$ cat src/rtl/mpfd_pkg.sv
// Types, opcode constants and widths of the prologue frame decoder.
package mpfd_pkg;

  localparam int FRAME_W  = 22;
  localparam int RA_W     = 21;
  localparam int BITE_W   = 16;
  localparam int OFFS_W   = 15;
  localparam int BITE_MAX = 32768;

  localparam logic [FRAME_W-1:0] FRAME_MAX = '1;
  localparam logic [RA_W-1:0]    RA_MAX    = '1;

  localparam logic [31:0] ITYPE_MASK  = 32'hffff0000;
  localparam logic [31:0] ADDIU_SP_SP = 32'h27bd0000;
  localparam logic [31:0] SD_RA_SP    = 32'hffbf0000;
  localparam logic [31:0] SW_RA_SP    = 32'hafbf0000;
  localparam logic [31:0] SPREG_MASK  = 32'hffe0ffc0;
  localparam logic [31:0] SPREG_OP    = 32'h03a0e800;

  localparam logic [5:0] OP_SPECIAL = 6'h00;
  localparam logic [5:0] OP_REGIMM  = 6'h01;
  localparam logic [5:0] OP_BGTZ    = 6'h07;
  localparam logic [5:0] OP_BEQL    = 6'h14;
  localparam logic [5:0] OP_BGTZL   = 6'h17;

  localparam logic [5:0] FN_JR    = 6'h08;
  localparam logic [5:0] FN_JALR  = 6'h09;
  localparam logic [5:0] FN_ADDU  = 6'h21;
  localparam logic [5:0] FN_SUBU  = 6'h23;
  localparam logic [5:0] FN_DADDU = 6'h2d;
  localparam logic [5:0] FN_DSUBU = 6'h2f;

  typedef enum logic [1:0] {
    VERDICT_NONE    = 2'd0,
    VERDICT_UNDEC   = 2'd1,
    VERDICT_DECODED = 2'd2
  } verdict_t;

  // Classification of one instruction word.
  typedef struct packed {
    logic              is_branch;
    logic              is_reg_adj;
    logic              is_addiu;
    logic              is_ra_store;
    logic              neg_imm;
    logic [BITE_W-1:0] bite;
    logic [OFFS_W-1:0] offset;
  } word_class_t;

  // Control of the word that leaves the input register this cycle.
  typedef struct packed {
    logic fire;
    logic start;
    logic text_end;
  } step_t;

  typedef struct packed {
    verdict_t           verdict;
    logic [FRAME_W-1:0] frame_size;
    logic [RA_W-1:0]    ra_offset;
  } result_t;

endpackage

$ cat src/rtl/mips_prologue_frame_decoder.sv
// Top level of the MIPS prologue frame decoder: input register and scan stage.
//
//   channel  direction  handshake            payload
//   in       sink       in_valid / in_stall   word, start_req, text_end
//   out      source     out_valid / out_stall verdict, frame_size, ra_offset
//
// One word per cycle while in_stall is low: a word is held in the input register, is
// judged by the scan stage, and any verdict it gives is registered at the output.
// An empty input register can still take a word while a verdict waits at the output.
// Only a full input register behind a stalled verdict stalls the input.
// Reset is synchronous and leaves the block idle with no verdict pending.
module mips_prologue_frame_decoder #(
  parameter int BODY_LIMIT = 64
) (
  input  logic                          clk,
  input  logic                          rst,
  input  logic                          in_valid,
  output logic                          in_stall,
  input  logic [31:0]                   word,
  input  logic                          start_req,
  input  logic                          text_end,
  output logic                          out_valid,
  input  logic                          out_stall,
  output logic [1:0]                    verdict,
  output logic [mpfd_pkg::FRAME_W-1:0]  frame_size,
  output logic [mpfd_pkg::RA_W-1:0]     ra_offset
);
  import mpfd_pkg::*;

  logic        s1_valid;
  logic [31:0] s1_word;
  logic        s1_start;
  logic        s1_text_end;
  logic        advance;
  logic        accept;

  step_t       step;
  word_class_t cls;

  // The scan stage may move only when the result register can take a word.
  assign advance  = !out_valid || !out_stall;
  assign in_stall = s1_valid && !advance;
  assign accept   = in_valid && !in_stall;

  always_ff @(posedge clk) begin
    if (rst) begin
      s1_valid <= 1'b0;
    end else if (accept) begin
      s1_valid <= 1'b1;
    end else if (advance) begin
      s1_valid <= 1'b0;
    end
  end

  always_ff @(posedge clk) begin
    if (accept) begin
      s1_word     <= word;
      s1_start    <= start_req;
      s1_text_end <= text_end;
    end
  end

  assign step.fire     = s1_valid && advance;
  assign step.start    = s1_start;
  assign step.text_end = s1_text_end;

  mpfd_decode u_decode (
    .word (s1_word),
    .cls  (cls)
  );

  mpfd_scan #(
    .BODY_LIMIT (BODY_LIMIT)
  ) u_scan (
    .clk        (clk),
    .rst        (rst),
    .step       (step),
    .cls        (cls),
    .out_stall  (out_stall),
    .out_valid  (out_valid),
    .verdict    (verdict),
    .frame_size (frame_size),
    .ra_offset  (ra_offset)
  );

endmodule

$ cat src/rtl/mpfd_decode.sv
// Instruction word classifier: branches, sp adjustments and return-address stores.
module mpfd_decode (
  input  logic [31:0]          word,
  output mpfd_pkg::word_class_t cls
);
  import mpfd_pkg::*;

  logic [5:0]  op;
  logic [5:0]  funct;
  logic [15:0] imm;

  assign op    = word[31:26];
  assign funct = word[5:0];
  assign imm   = word[15:0];

  always_comb begin
    if (op == OP_SPECIAL) begin
      cls.is_branch = (funct == FN_JR) || (funct == FN_JALR);
    end else begin
      cls.is_branch = ((op >= OP_REGIMM) && (op <= OP_BGTZ)) ||
                      ((op >= OP_BEQL) && (op <= OP_BGTZL));
    end
    cls.is_reg_adj  = ((word & SPREG_MASK) == SPREG_OP) &&
                      ((funct == FN_ADDU) || (funct == FN_SUBU) ||
                       (funct == FN_DADDU) || (funct == FN_DSUBU));
    cls.is_addiu    = (word & ITYPE_MASK) == ADDIU_SP_SP;
    cls.is_ra_store = ((word & ITYPE_MASK) == SD_RA_SP) ||
                      ((word & ITYPE_MASK) == SW_RA_SP);
    cls.neg_imm     = imm[15];
    // Magnitude of a negative immediate; 16'h8000 stands for 32768.
    cls.bite        = ~imm + 16'd1;
    cls.offset      = imm[OFFS_W-1:0];
  end

endmodule

$ cat src/rtl/mpfd_scan.sv
// Scan state, frame and spill accumulation, and the verdict register.
module mpfd_scan #(
  parameter int BODY_LIMIT = 64
) (
  input  logic                          clk,
  input  logic                          rst,
  input  mpfd_pkg::step_t               step,
  input  mpfd_pkg::word_class_t         cls,
  input  logic                          out_stall,
  output logic                          out_valid,
  output logic [1:0]                    verdict,
  output logic [mpfd_pkg::FRAME_W-1:0]  frame_size,
  output logic [mpfd_pkg::RA_W-1:0]     ra_offset
);
  import mpfd_pkg::*;

  localparam int POS_W   = $clog2(BODY_LIMIT + 1);
  localparam int SUM_RAW = $clog2((BODY_LIMIT + 2) * BITE_MAX + 1);
  localparam int SUM_W   = (SUM_RAW > FRAME_W + 1) ? SUM_RAW : FRAME_W + 1;

  logic             scanning, scanning_next;
  logic             in_delay_slot, in_delay_slot_next;
  logic [POS_W-1:0] body_position, body_position_next;
  logic [SUM_W-1:0] frame_total, frame_total_next;
  logic             spill_found, spill_found_next;
  logic [SUM_W-1:0] spill_offset, spill_offset_next;

  logic             emit;
  result_t          res;

  logic [SUM_W-1:0] p_frame, p_spill;
  logic             p_found;
  logic [POS_W-1:0] pos_inc;
  logic             stop;

  function automatic result_t judge(input logic [SUM_W-1:0] ft, input logic found,
                                    input logic [SUM_W-1:0] sp);
    result_t r;
    r.verdict    = VERDICT_NONE;
    r.frame_size = '0;
    r.ra_offset  = '0;
    if (found && (sp < ft)) begin
      r.verdict    = VERDICT_DECODED;
      r.frame_size = (ft > SUM_W'(FRAME_MAX)) ? FRAME_MAX : ft[FRAME_W-1:0];
      r.ra_offset  = (sp > SUM_W'(RA_MAX)) ? RA_MAX : sp[RA_W-1:0];
    end
    return r;
  endfunction

  // Effect of the current word on the frame and the spill offset.
  always_comb begin
    p_frame = frame_total;
    p_spill = spill_offset;
    p_found = spill_found;
    if (cls.is_addiu && cls.neg_imm) begin
      p_frame = frame_total + SUM_W'(cls.bite);
      if (spill_found) begin
        p_spill = spill_offset + SUM_W'(cls.bite);
      end
    end else if (cls.is_ra_store && !spill_found && !cls.neg_imm) begin
      p_found = 1'b1;
      p_spill = SUM_W'(cls.offset);
    end
    stop    = cls.is_addiu && !cls.neg_imm;
    pos_inc = body_position + POS_W'(1);
  end

  always_comb begin
    scanning_next      = scanning;
    in_delay_slot_next = in_delay_slot;
    body_position_next = body_position;
    frame_total_next   = frame_total;
    spill_found_next   = spill_found;
    spill_offset_next  = spill_offset;
    emit               = 1'b0;
    res                = judge(frame_total, spill_found, spill_offset);
    if (step.fire) begin
      priority if (step.start) begin
        in_delay_slot_next = 1'b0;
        spill_found_next   = 1'b0;
        spill_offset_next  = '0;
        if (step.text_end || !cls.neg_imm) begin
          // Nothing opens a frame here.
          scanning_next      = 1'b0;
          body_position_next = '0;
          frame_total_next   = '0;
          emit               = 1'b1;
          res                = judge('0, 1'b0, '0);
        end else begin
          scanning_next      = 1'b1;
          body_position_next = POS_W'(1);
          frame_total_next   = SUM_W'(cls.bite);
        end
      end else if (!scanning) begin
        // Words outside a scan are dropped.
      end else if (step.text_end) begin
        emit = 1'b1;
      end else if (in_delay_slot) begin
        emit = 1'b1;
        if (cls.is_reg_adj) begin
          res.verdict    = VERDICT_UNDEC;
          res.frame_size = '0;
          res.ra_offset  = '0;
        end else begin
          res = judge(p_frame, p_found, p_spill);
        end
      end else if (cls.is_branch) begin
        in_delay_slot_next = 1'b1;
      end else if (cls.is_reg_adj) begin
        emit           = 1'b1;
        res.verdict    = VERDICT_UNDEC;
        res.frame_size = '0;
        res.ra_offset  = '0;
      end else if (stop) begin
        emit = 1'b1;
      end else begin
        body_position_next = pos_inc;
        frame_total_next   = p_frame;
        spill_found_next   = p_found;
        spill_offset_next  = p_spill;
        if (pos_inc >= POS_W'(BODY_LIMIT)) begin
          emit = 1'b1;
          res  = judge(p_frame, p_found, p_spill);
        end
      end
      if (emit) begin
        scanning_next      = 1'b0;
        in_delay_slot_next = 1'b0;
      end
    end
  end

  always_ff @(posedge clk) begin
    if (rst) begin
      scanning      <= 1'b0;
      in_delay_slot <= 1'b0;
      body_position <= '0;
      frame_total   <= '0;
      spill_found   <= 1'b0;
      spill_offset  <= '0;
      out_valid     <= 1'b0;
    end else begin
      scanning      <= scanning_next;
      in_delay_slot <= in_delay_slot_next;
      body_position <= body_position_next;
      frame_total   <= frame_total_next;
      spill_found   <= spill_found_next;
      spill_offset  <= spill_offset_next;
      if (emit) begin
        out_valid <= 1'b1;
      end else if (!out_stall) begin
        out_valid <= 1'b0;
      end
    end
  end

  always_ff @(posedge clk) begin
    if (emit) begin
      verdict    <= res.verdict;
      frame_size <= res.frame_size;
      ra_offset  <= res.ra_offset;
    end
  end

endmodule

$ cat config.mk
export PLATFORM = sky130hd
export DESIGN_NAME = mips_prologue_frame_decoder
export DESIGN_NICKNAME = d
export VERILOG_FILES = /design/src/rtl/mpfd_pkg.sv /design/src/rtl/mips_prologue_frame_decoder.sv /design/src/rtl/mpfd_decode.sv /design/src/rtl/mpfd_scan.sv
export SDC_FILE = /design/constraint.sdc
export NUM_CORES = 1
export LEC_CHECK = 0
export BUFFER_PORTS_ARGS = -buffer_cell sky130_fd_sc_hd__buf_4
export CORE_MARGIN = 2
export CORE_UTILIZATION = 57
export DETAILED_ROUTE_END_ITERATION = 8
export HOLD_SLACK_MARGIN = 0.08
export PLACE_DENSITY = 0.77
export SYNTH_ARGS = -nofsm -noshare
export SYNTH_HDL_FRONTEND = slang
export SYNTH_SLANG_ARGS = --single-unit
export TNS_END_PERCENT = 1
$ cat constraint.sdc
create_clock -name clk -period 21.4 [get_ports clk]
set_input_delay 3.21 -clock clk [delete_from_list [all_inputs] [get_ports clk]]
set_output_delay 3.21 -clock clk [all_outputs]
set_load 0.05 [all_outputs]
==> results of run 1 <==
worst max-delay path, delay by kind of cell, from the launching register on:
| kind | cells | cell delay, ps |
|---|---|---|
| simple gates | 11 | 3200 |
| fa+ha+maj | 2 | 840 |
| xor+xnor | 2 | 640 |
| compound gates | 6 | 1570 |
| buf+inv | 1 | 160 |
| flops | 1 | 500 |
Yosys cell counts (4+ instances only):
cell / n / area (µm²)
o211ai_1: 18 / 135.1
a2111oi_0: 4 / 35.03
a21o_1: 18 / 135.1
inv_1: 52 / 195.2
nand2_1: 77 / 289.0
a22o_1: 5 / 43.79
o22ai_1: 20 / 125.1
o2bb2ai_1: 4 / 35.03
a2bb2oi_1: 12 / 105.1
xnor2_1: 27 / 236.5
o21ai_0: 76 / 380.4
or2_2: 7 / 43.79
nand2b_1: 14 / 87.58
nand4b_1: 4 / 35.03
o21a_1: 10 / 75.07
or3_1: 18 / 112.6
a211oi_1: 33 / 247.7
o22a_1: 4 / 35.03
dfxtp_1: 58 / 1161
buf_2: 9 / 45.04
xor2_1: 17 / 148.9
ha_1: 85 / 1064
o221ai_1: 4 / 35.03
o31a_1: 4 / 35.03
nand3_1: 26 / 130.1
a221oi_1: 4 / 35.03
nor2b_1: 10 / 62.56
edfxtp_1: 79 / 2372
nor2_1: 138 / 518.0
nor3_1: 28 / 140.1
a21oi_1: 79 / 395.4
clkbuf_1: 40 / 150.1
nand4_1: 22 / 137.6
a31oi_1: 15 / 93.84
and3_1: 8 / 50.05
mux2i_1: 6 / 60.06
a211o_1: 7 / 61.31
a22oi_1: 25 / 187.7
nor3b_1: 5 / 37.54
o31ai_1: 10 / 75.07
o21ai_1: 5 / 25.02
nor4_1: 9 / 56.30
logic make-up (layout without fill, tap and decap cells):
| group | count (synthesis) | after routing |
|---|---|---|
| compound gates | 392 | 392 |
| mux | 6 | 6 |
| xor+xnor | 45 | 45 |
| buf+inv | 106 | 186 |
| flops | 137 | 137 |
| fa+ha+maj | 87 | 87 |
| simple gates | 386 | 386 |
final cells by class:
| class | instances | share of cell area, % |
|---|---|---|
| Inverter | 54 | 1.762 |
| Clock buffer | 20 | 4.165 |
| Sequential cell | 137 | 30.71 |
| Timing Repair Buffer | 100 | 6.525 |
| Tap cell | 225 | 2.447 |
| Multi-Input combinational cell | 916 | 53.40 |
| Clock inverter | 12 | 0.9897 |
how the worst min path moves through the flow:
stage                                                       to  slack [ps]  cells after the start
after detailed placement  u_scan.body_position[5]$_SDFFE_PP0P_         490                      2
final                     u_scan.body_position[5]$_SDFFE_PP0P_         490                      2
after floorplan           u_scan.body_position[5]$_SDFFE_PP0P_         460                      2
after global placement    u_scan.body_position[5]$_SDFFE_PP0P_         480                      2
after CTS                 u_scan.body_position[5]$_SDFFE_PP0P_         500                      2
after global routing      u_scan.body_position[5]$_SDFFE_PP0P_         510                      2
stage by stage:
step | utilization [%] | setup slack (ps) | hold slack [ps] | instance area [µm²]
floorplan | - | 12980 | 458.7 | 10060
global placement | 63.09 | 14470 | 479.4 | 10910
detailed placement | 63.09 | 14460 | 492.7 | 10910
CTS | 66.51 | 14400 | 499.8 | 11500
global route | 66.51 | 13700 | 506.2 | 11500
finish | 66.51 | 14230 | 494.8 | 11500
routing by layer:
| layer | routed length (µm) | share of wire (%) |
|---|---|---|
| met1 | 13340 | 40 |
| met2 | 15200 | 45 |
| met3 | 3726 | 11 |
| met4 | 1386 | 4.1 |
| met5 | 0 | 0 |
power by group:
| group | switching, mW | internal (mW) |
|---|---|---|
| Sequential | 0.00732 | 0.286 |
| Clock | 0.121 | 0.174 |
| Combinational | 0.0525 | 0.0286 |
registers in the layout, indices dropped and copies added, names as in the netlist, 2 cells and up:
signal and cells:
u_scan.verdict 2, u_scan.spill_offset 23, u_scan.ra_offset 21, u_scan.frame_size 22
s1_word 32, u_scan.frame_total 23, u_scan.body_position 7
==> run metrics, run 1 <==
critical path class=reg2reg; synth warn=0; Worst Path Required=21580 ps; CP startpoint kind=flop; outcome=finished clean; Multi-input gate area=about 6100 µm²; hold buffers post-CTS=0; CTS root buffer=clkbuf_16; wire length per cell=22.98 µm; Cell Area, Synth=10060 µm²; Vias=9980; largest net degree at the start of global routing=57; Post-Synth XOR/XNOR Area=roughly 4.0%; CP cell instances=nor4_1 > nor4bb_1 > nand2b_1 > nor3b_1 > xnor2_1 > ha_1 > o21ai_0 > nand2b_1 > nand2_1 > o21ai_0 > o21ai_2 > xnor2_2 > inv_2 > ha_1 > nand4_1 > nor3_1 > and3_1 > nand3_1 > o221ai_2 > or3_1 > o2bb2ai_4 > a211o_1; DR iter-0 viols=between 1k and 1.5k; Num CTS Buffers=17; critical path data arrival time=7340 ps; post-CTS setup buffer count=0; number of max-cap violations=0; post-route minimum period=7166 ps; Worst Tran Pin Value=1254 ps; die extent in x=136.8 µm; Fin Setup TNS=0 ps; HP Start=u_scan.body_position[5]$_SDFFE_PP0P_; count of cell types in the netlist=84; IO buf count=84; Post-DP HPWL=24890 µm; fraction of registers with async set/reset=0%; Post-Synthesis Cells=1159; Die Height=between 100 and 150 µm; RSZ-0062 raised after global routing=false; Max FO, Critical Path=10; first-pass GRT wire length=50910 µm; Synth Area in Compound Gates=26.39%; M3 GR Usage=approximately 9.0%; Worst Setup SP=s1_word[3]$_DFFE_PP_; DRT Pass-1 Iters=8; worst-skew pair later-pin latency=roughly 440 ps; Critical R2R Capture=u_scan.frame_size[7]$_DFFE_PP_; min-delay worst type=reg2reg; simple-gate share of the synthesized area=18.75%; leakage=4.540 nW; mux contribution to synthesized area=less than 1%; met1 Usage GRT=48.13%; sequential cell area fraction in the yosys report=35.14%; Highest Clock Rate=between 100 and 150 MHz; Initial Utilization=about three fifths; initial antenna violation count=0; met2 usage=56.64%; post_cts resized=0; Synth Area per Inst=8.676 µm²; remaining antenna violation count=0; FF+latch area=about 3500 µm²; Final Max Slew Viols=0; P&R area growth vs syn=14.41%; core area=approximately 17000 µm²; buffer levels on the longest clock path=2; PwrDens=58.22 nW/µm²; # placed instances=approximately 1.4k; final hold vios=0; reg2reg path depth=22; Crit-path slowest cell=nor4_1; syn nets=roughly 1.3k; busiest grt layer=met2; total chip power=0.6698 mW; number of global-route vias before repair=between 9k and 10k; post-route insts no fill=approximately 1.5k; top_reg_cell synth=edfxtp_1; final setup fails=0; R2R setup slack=14230 ps; Max Clock Skew=11.36 ps; layout cells sized above 1=13.16%; largest family of logic cells by synthesized area=compound AO/OA/AOI/OAI gates; std cell rows=between 40 and 50; clk slew on worst S/H paths=60 ps; CTS Sinks=around 140; GR Overflow Total=0; CTS tree=built; FILL cells=1458; peak supply drop=55.92 µV; drt drc=0; most common cell after layout, fill and taps aside=nor2_1; final RePlAce weighted congestion=1.065; Boundary Pins=85; Relative slew margins=16.43%; adder-cell share of the synthesized area=10.97%; antenna cells=0; most frequent cells in the layout=137 x nor2_1, 100 x buf_4, 85 x ha_1; fin crit share=33.49%; total track usage=a little over a third; Nets=1351; crit end category=flop; Post-synth EDFFs=79; die area=between 15000 and 20000 µm²; CTS H-tree lvls=4; RR Startpoint=s1_word[3]$_DFFE_PP_; delay of the slowest critical-path stage=roughly 670 ps; final wirelength=33650 µm; register bit total from synthesis=137; crit path to=u_scan.frame_size[7]$_DFFE_PP_; via/cell ratio=6.817
Note: power is estimated with default switching activity, not from simulation.
==> run 2: changes to the inputs <==
==> constraint.sdc (replaced) <==
create_clock -name clk -period 6.8 [get_ports clk]
set_input_delay 1.02 -clock clk [delete_from_list [all_inputs] [get_ports clk]]
set_output_delay 1.02 -clock clk [all_outputs]
set_load 0.05 [all_outputs]
==> run 2 against run 1 <==
Clock skew is 2.9 ps lower. Clock-buffer cell count stayed put. Non-clock buffer count is 6 higher. Final area is 0.97% higher. Worst setup slack worse by 14000 ps. Routed wire length is 2.0% lower. Total power grew to 3.2 times the previous value. First-iteration DRC count is 3.1% higher. Highest routed layer unchanged. Sequential cell count stayed put.
==> run metrics, run 2 (same netlist as run 1, synthesis figures left out) <==
DR iter-0 viols=1313 (was 1274); CP startpoint kind=flop (unchanged); initial antenna violation count=0 (unchanged); Largest regs=s1_word (32), u_scan.frame_total (23), u_scan.spill_offset (23) (unchanged); Sw Pwr=0.5963 mW (was 0.1812 mW); Relative slew margins=18.43% (was 16.43%); largest net degree at the start of global routing=57 (unchanged); Highest Clock Rate=156.2 MHz (was 139.5 MHz); worst-skew pair later-pin latency=440 ps (about the same); IO buf count=84 (unchanged); buffer levels on the longest clock path=2 (unchanged); Post-DP HPWL=23800 µm (was 24890 µm); final hold vios=0 (unchanged); layout cells sized above 1=14.14% (was 13.16%); Max Clock Skew=8.499 ps (was 11.36 ps); Num CTS Buffers=17 (unchanged); number of max-cap violations=0 (unchanged); remaining antenna violation count=0 (unchanged); CTS tree=built (unchanged); antenna cells=0 (unchanged); critical path data arrival time=6570 ps (was 7340 ps); Final Max Slew Viols=0 (unchanged); Flop pwr share=42.6% (was 43.8%); P&R area growth vs syn=15.52% (was 14.41%); peak supply drop=171.5 µV (was 55.92 µV); min-delay worst type=reg2reg (unchanged); via/cell ratio=6.810 (was 6.817); post-route minimum period=6403 ps (was 7166 ps); first-pass GRT wire length=50960 µm (was 50910 µm); Boundary Pins=85 (unchanged); CTS Sinks=137 (unchanged); Vias=10.01k (was 9980); met2 usage=54.89% (was 56.64%); wire length per cell=22.42 µm (was 22.98 µm); Nets=1357 (was 1351); number of global-route vias before repair=9300 (was 9181); critical path class=reg2reg (unchanged); total track usage=35.97% (was 36.43%); final setup fails=0 (unchanged); FILL cells=1443 (was 1458); DRT Pass-1 Iters=6 (was 8); most common cell after layout, fill and taps aside=nor2_1 (unchanged); M3 GR Usage=7.519% (was 8.963%); core area=17300 µm² (unchanged); max reg flops=32 (unchanged); CTS H-tree lvls=4 (unchanged); std cell rows=48 (unchanged); RSZ-0062 raised after global routing=false (unchanged); met1 Usage GRT=48.34% (was 48.13%); sw frac=27.56% (was 27.05%); GR Overflow Total=0 (unchanged); final wirelength=32960 µm (was 33650 µm); drt drc=0 (unchanged); busiest grt layer=met2 (unchanged); hold buffers post-CTS=0 (unchanged); post-CTS setup buffer count=0 (unchanged); PwrDens=186.3 nW/µm² (was 58.22 nW/µm²); fin crit share=94.16% (was 33.49%); CTS root buffer=clkbuf_16 (unchanged); clk slew on worst S/H paths=60 ps (about the same); final hold slack=507.7 ps (was 494.8 ps); die extent in x=136.8 µm (unchanged); Fin Setup TNS=0 ps (unchanged); post_cts resized=0 (unchanged); Max FO, Critical Path=18 (was 10); Worst Path Required=6970 ps (was 21580 ps); Worst Tran Pin Value=1224 ps (was 1254 ps); outcome=finished clean (unchanged); most frequent cells in the layout=136 x nor2_1, 106 x buf_4, 85 x ha_1 (was 137 x nor2_1, 100 x buf_4, 85 x ha_1); clock share of power=45.5% (was 44.1%); Die Height=136.8 µm (unchanged); Logic pwr share=11.9% (was 12.1%); Pint=1.567 mW (was 0.4886 mW); Largest Register=s1_word (unchanged); final RePlAce weighted congestion=1.044 (was 1.065); leakage=4.591 nW (was 4.540 nW); Initial Utilization=58.14% (unchanged); crit end category=flop (unchanged); die area=18720 µm² (unchanged)
-- run 2: area by class of cell --
cell class	instances	area (µm²)	share of cell area, %
Clock buffer	20	500.5	4.309
Clock inverter	12	123.9	1.066
Inverter	54	202.7	1.745
Multi-Input combinational cell	916	6178	53.19
Sequential cell	137	3533	30.42
Tap cell	225	281.5	2.424
Timing Repair Buffer	106	795.8	6.851
-- run 2: metal layers --
layer | vias up | routed length, µm
met1 | 4640 | 13020
met2 | 696 | 14490
met3 | 134 | 3847
met5 | - | 0
li1 | 4541 | -
met4 | 0 | 1607
-- run 2: final timing paths --
path	from	end	slack, ps	cells past startpoint
max	s1_word[3]$_DFFE_PP_	u_scan.frame_size[8]$_DFFE_PP_	400	23
min	u_scan.body_position[5]$_SDFFE_PP0P_	u_scan.body_position[5]$_SDFFE_PP0P_	510	2
max reg2reg	s1_word[3]$_DFFE_PP_	u_scan.frame_size[8]$_DFFE_PP_	400	23
min reg2reg	u_scan.body_position[5]$_SDFFE_PP0P_	u_scan.body_position[5]$_SDFFE_PP0P_	510	2
-- run 2: power by group through the flow --
stage                     combinational (mW)  clock [mW]  sequential [mW]
after CTS                              0.249       0.985            0.921
after global routing                   0.275        1.02            0.924
after detailed placement               0.246           0            0.939
after floorplan                        0.150           0            0.951
final                                  0.257       0.984            0.922
after global placement                 0.242           0            0.938
-- run 2: worst max-delay path: stages, from the launching register on --
cell and delay, ps:
edfxtp_1 500, nor4_1 320, buf_4 190, nor4bb_1 450
nand2b_1 180, nor4_1 310, xnor2_1 330, ha_1 430
and4_1 220, a311oi_1 290, o21a_1 240, a21oi_2 120
and3_1 210, mux2i_1 180, ha_1 330, nand4_1 120
nor3_1 310, and3_1 240, nand3_1 90, o221ai_2 350
nor3_2 90, buf_4 240, a21oi_1 220, o22ai_1 160
-- run 2: per-stage QoR --
stage	setup WS [ps]	cell area, µm²	cells	util, %	total power [mW]
after floorplan	1167	10060	1159	-	1.101
after global placement	376.3	10970	1438	63.40	1.180
after detailed placement	115.3	10970	1438	63.40	1.185
after CTS	24.67	11590	1470	67.01	2.155
after global routing	4.571	11620	1470	67.16	2.217
final	396.9	11620	1470	67.16	2.164
==> run 3: changes to the inputs <==
--- a/config.mk
+++ b/config.mk
@@ -5,7 +5,9 @@
 export SDC_FILE = /design/constraint.sdc
 export NUM_CORES = 1
 export LEC_CHECK = 0
+export ABC_CLOCK_PERIOD_IN_PS = 6800
 export BUFFER_PORTS_ARGS = -buffer_cell sky130_fd_sc_hd__buf_4
+export CORE_ASPECT_RATIO = 0.9
 export CORE_MARGIN = 2
 export CORE_UTILIZATION = 57
 export DETAILED_ROUTE_END_ITERATION = 8
==> run 3 against run 2 <==
Total power shrank 1.9%. Clock skew grew 1.3 ps. Via count shrank 0.28%. Die area is essentially flat. Maximum frequency shrank 0.36%. Highest routed layer unchanged.
==> run metrics, run 3 (same netlist as run 1, synthesis figures left out) <==
most frequent cells in the layout=137 x nor2_1, 109 x buf_4, 85 x ha_1 (was 136 x nor2_1, 106 x buf_4, 85 x ha_1); Post-DP HPWL=23750 µm (was 23800 µm); std cell rows=46 (was 48); # placed instances=1456 (was 1438); final RePlAce weighted congestion=1.060 (was 1.044); initial antenna violation count=0 (unchanged); final hold slack=509.0 ps (was 507.7 ps); Die Height=130.0 µm (was 136.8 µm); Most common cell on crit path=ha_1; Worst Path Required=6960 ps (was 6970 ps); via/cell ratio=6.709 (was 6.810); most common cell after layout, fill and taps aside=nor2_1 (unchanged); drt drc=0 (unchanged); number of max-cap violations=0 (unchanged); Max Clock Skew=9.793 ps (was 8.499 ps); Vias=9983 (was 10.01k); CTS root buffer=clkbuf_16 (unchanged); Num CTS Buffers=17 (unchanged); DR iter-0 viols=1402 (was 1313); P&R area growth vs syn=15.52% (unchanged); hold buffers post-CTS=0 (unchanged); die extent in x=144.0 µm (was 136.8 µm); crit end category=flop (unchanged); remaining antenna violation count=0 (unchanged); CTS H-tree lvls=4 (unchanged); Worst Tran Pin Value=1238 ps (was 1224 ps); DRT Pass-1 Iters=8 (was 6); wire length per cell=21.74 µm (was 22.42 µm); buffer levels on the longest clock path=2 (unchanged); critical path class=reg2reg (unchanged); leakage=4.592 nW (was 4.591 nW); max reg flops=32 (unchanged); largest net degree at the start of global routing=57 (unchanged); peak supply drop=179.2 µV (was 171.5 µV); Final Max Slew Viols=0 (unchanged); delay of the slowest critical-path stage=800 ps (was 500 ps); CP cell instances=inv_1 > ha_1 > nand2_1 > xor2_1 > ha_1 > nand3_1 > o211ai_1 > o221ai_1 > o31ai_1 > a311o_1 > o21ai_0 > ha_1 > nand4_1 > nor3_1 > and3_1 > nand3_1 > o221ai_2 > o21ai_1 > buf_4 > a31oi_1 > o22ai_1 (was nor4_1 > buf_4 > nor4bb_1 > nand2b_1 > nor4_1 > xnor2_1 > ha_1 > and4_1 > a311oi_1 > o21a_1 > a21oi_2 > and3_1 > mux2i_1 > ha_1 > nand4_1 > nor3_1 > and3_1 > nand3_1 > o221ai_2 > nor3_2 > buf_4 > a21oi_1 > o22ai_1); critical path data arrival time=6590 ps (was 6570 ps); total track usage=34.89% (was 35.97%); fin area=11620 µm² (unchanged); post-route insts no fill=1488 (was 1470); Highest Clock Rate=155.6 MHz (was 156.2 MHz); layout cells sized above 1=14.02% (was 14.14%); final wirelength=32350 µm (was 32960 µm); Fin Setup TNS=0 ps (unchanged); post-route minimum period=6426 ps (was 6403 ps); Largest Register=s1_word (unchanged); clk slew on worst S/H paths=60 ps (about the same); post-CTS setup buffer count=0 (unchanged); final hold vios=0 (unchanged); CTS Sinks=137 (unchanged); IO buf count=84 (unchanged); fin crit share=94.50% (was 94.16%); RSZ-0062 raised after global routing=false (unchanged); Relative slew margins=17.44% (was 18.43%); Boundary Pins=85 (unchanged); first-pass GRT wire length=49500 µm (was 50960 µm); DP Area=11000 µm² (was 10970 µm²); Nets=1360 (was 1357); core area=17440 µm² (was 17300 µm²); CTS tree=built (unchanged); Max FO, Critical Path=8 (was 18); Largest regs=s1_word (32), u_scan.frame_total (23), u_scan.spill_offset (23) (unchanged); min-delay worst type=reg2reg (unchanged); outcome=finished clean (unchanged); worst-skew pair later-pin latency=430 ps (was 440 ps); final setup fails=0 (unchanged); Initial Utilization=57.66% (was 58.14%); Crit-path slowest cell=o31ai_1 (was edfxtp_1); antenna cells=0 (unchanged); GR Overflow Total=0 (unchanged); PwrDens=182.8 nW/µm² (was 186.3 nW/µm²); post_cts resized=0 (unchanged); CP startpoint kind=flop (unchanged); number of global-route vias before repair=9096 (was 9300); total chip power=2.123 mW (was 2.164 mW); die area=18720 µm² (about the same)
==> run 3: worst paths after layout <==
kind / from / endpoint / slack [ps] / depth (start not counted)
worst max register to register: s1_word[0]$_DFFE_PP_ / u_scan.ra_offset[14]$_DFFE_PP_ / 370 / 21
worst min register to register: u_scan.scanning$_SDFFE_PP0P_ / u_scan.scanning$_SDFFE_PP0P_ / 510 / 2
worst min-delay path: u_scan.scanning$_SDFFE_PP0P_ / u_scan.scanning$_SDFFE_PP0P_ / 510 / 2
worst max-delay path: s1_word[0]$_DFFE_PP_ / u_scan.ra_offset[14]$_DFFE_PP_ / 370 / 21
==> run 3: where the power goes <==
| group | total, mW | switching (mW) | internal (mW) |
|---|---|---|---|
| clock network | 0.946 | 0.394 | 0.552 |
| registers | 0.922 | 0.0225 | 0.899 |
| logic | 0.256 | 0.165 | 0.0913 |
==> run 3: layout make-up <==
class,instances,area [µm²]
multi-input combinational,916,6153
tap,240,300.3
timing repair buffer,109,818.3
clock buffer,21,514.2
sequential,137,3533
inverter,54,202.7
fill,1476,5823
clock inverter,11,93.84
==> run 3: critical path: cells and delay by family (launching register included) <==
family                     cells  cell delay, ps
adders and majority gates      3             980
xor gates and xnor gates       1             530
AOI/OAI and AO/OA              9            2540
DFF                            1             590
buffers and inverters          2             440
and+or+nand+nor                6            1060
==> run 3: metal layers <==
layer,up-vias,share of wire (%),wire length (µm),track usage (%)
met4,0,4.3,1398,15.74
met3,119,13,4047,7.780
met2,693,43,13960,52.55
met5,-,0,0,0
li1,4549,-,-,-
met1,4622,40,12950,48.25
==> run 3: metrics by stage <==
stage | util, % | setup WS, ps
6_report | 66.61 | 373.7
5_1_grt | 66.61 | 53.68
4_1_cts | 66.55 | 234.0
3_5_place_dp | 63.07 | 299.5
3_3_place_gp | 63.07 | 512.5
2_1_floorplan | - | 1167
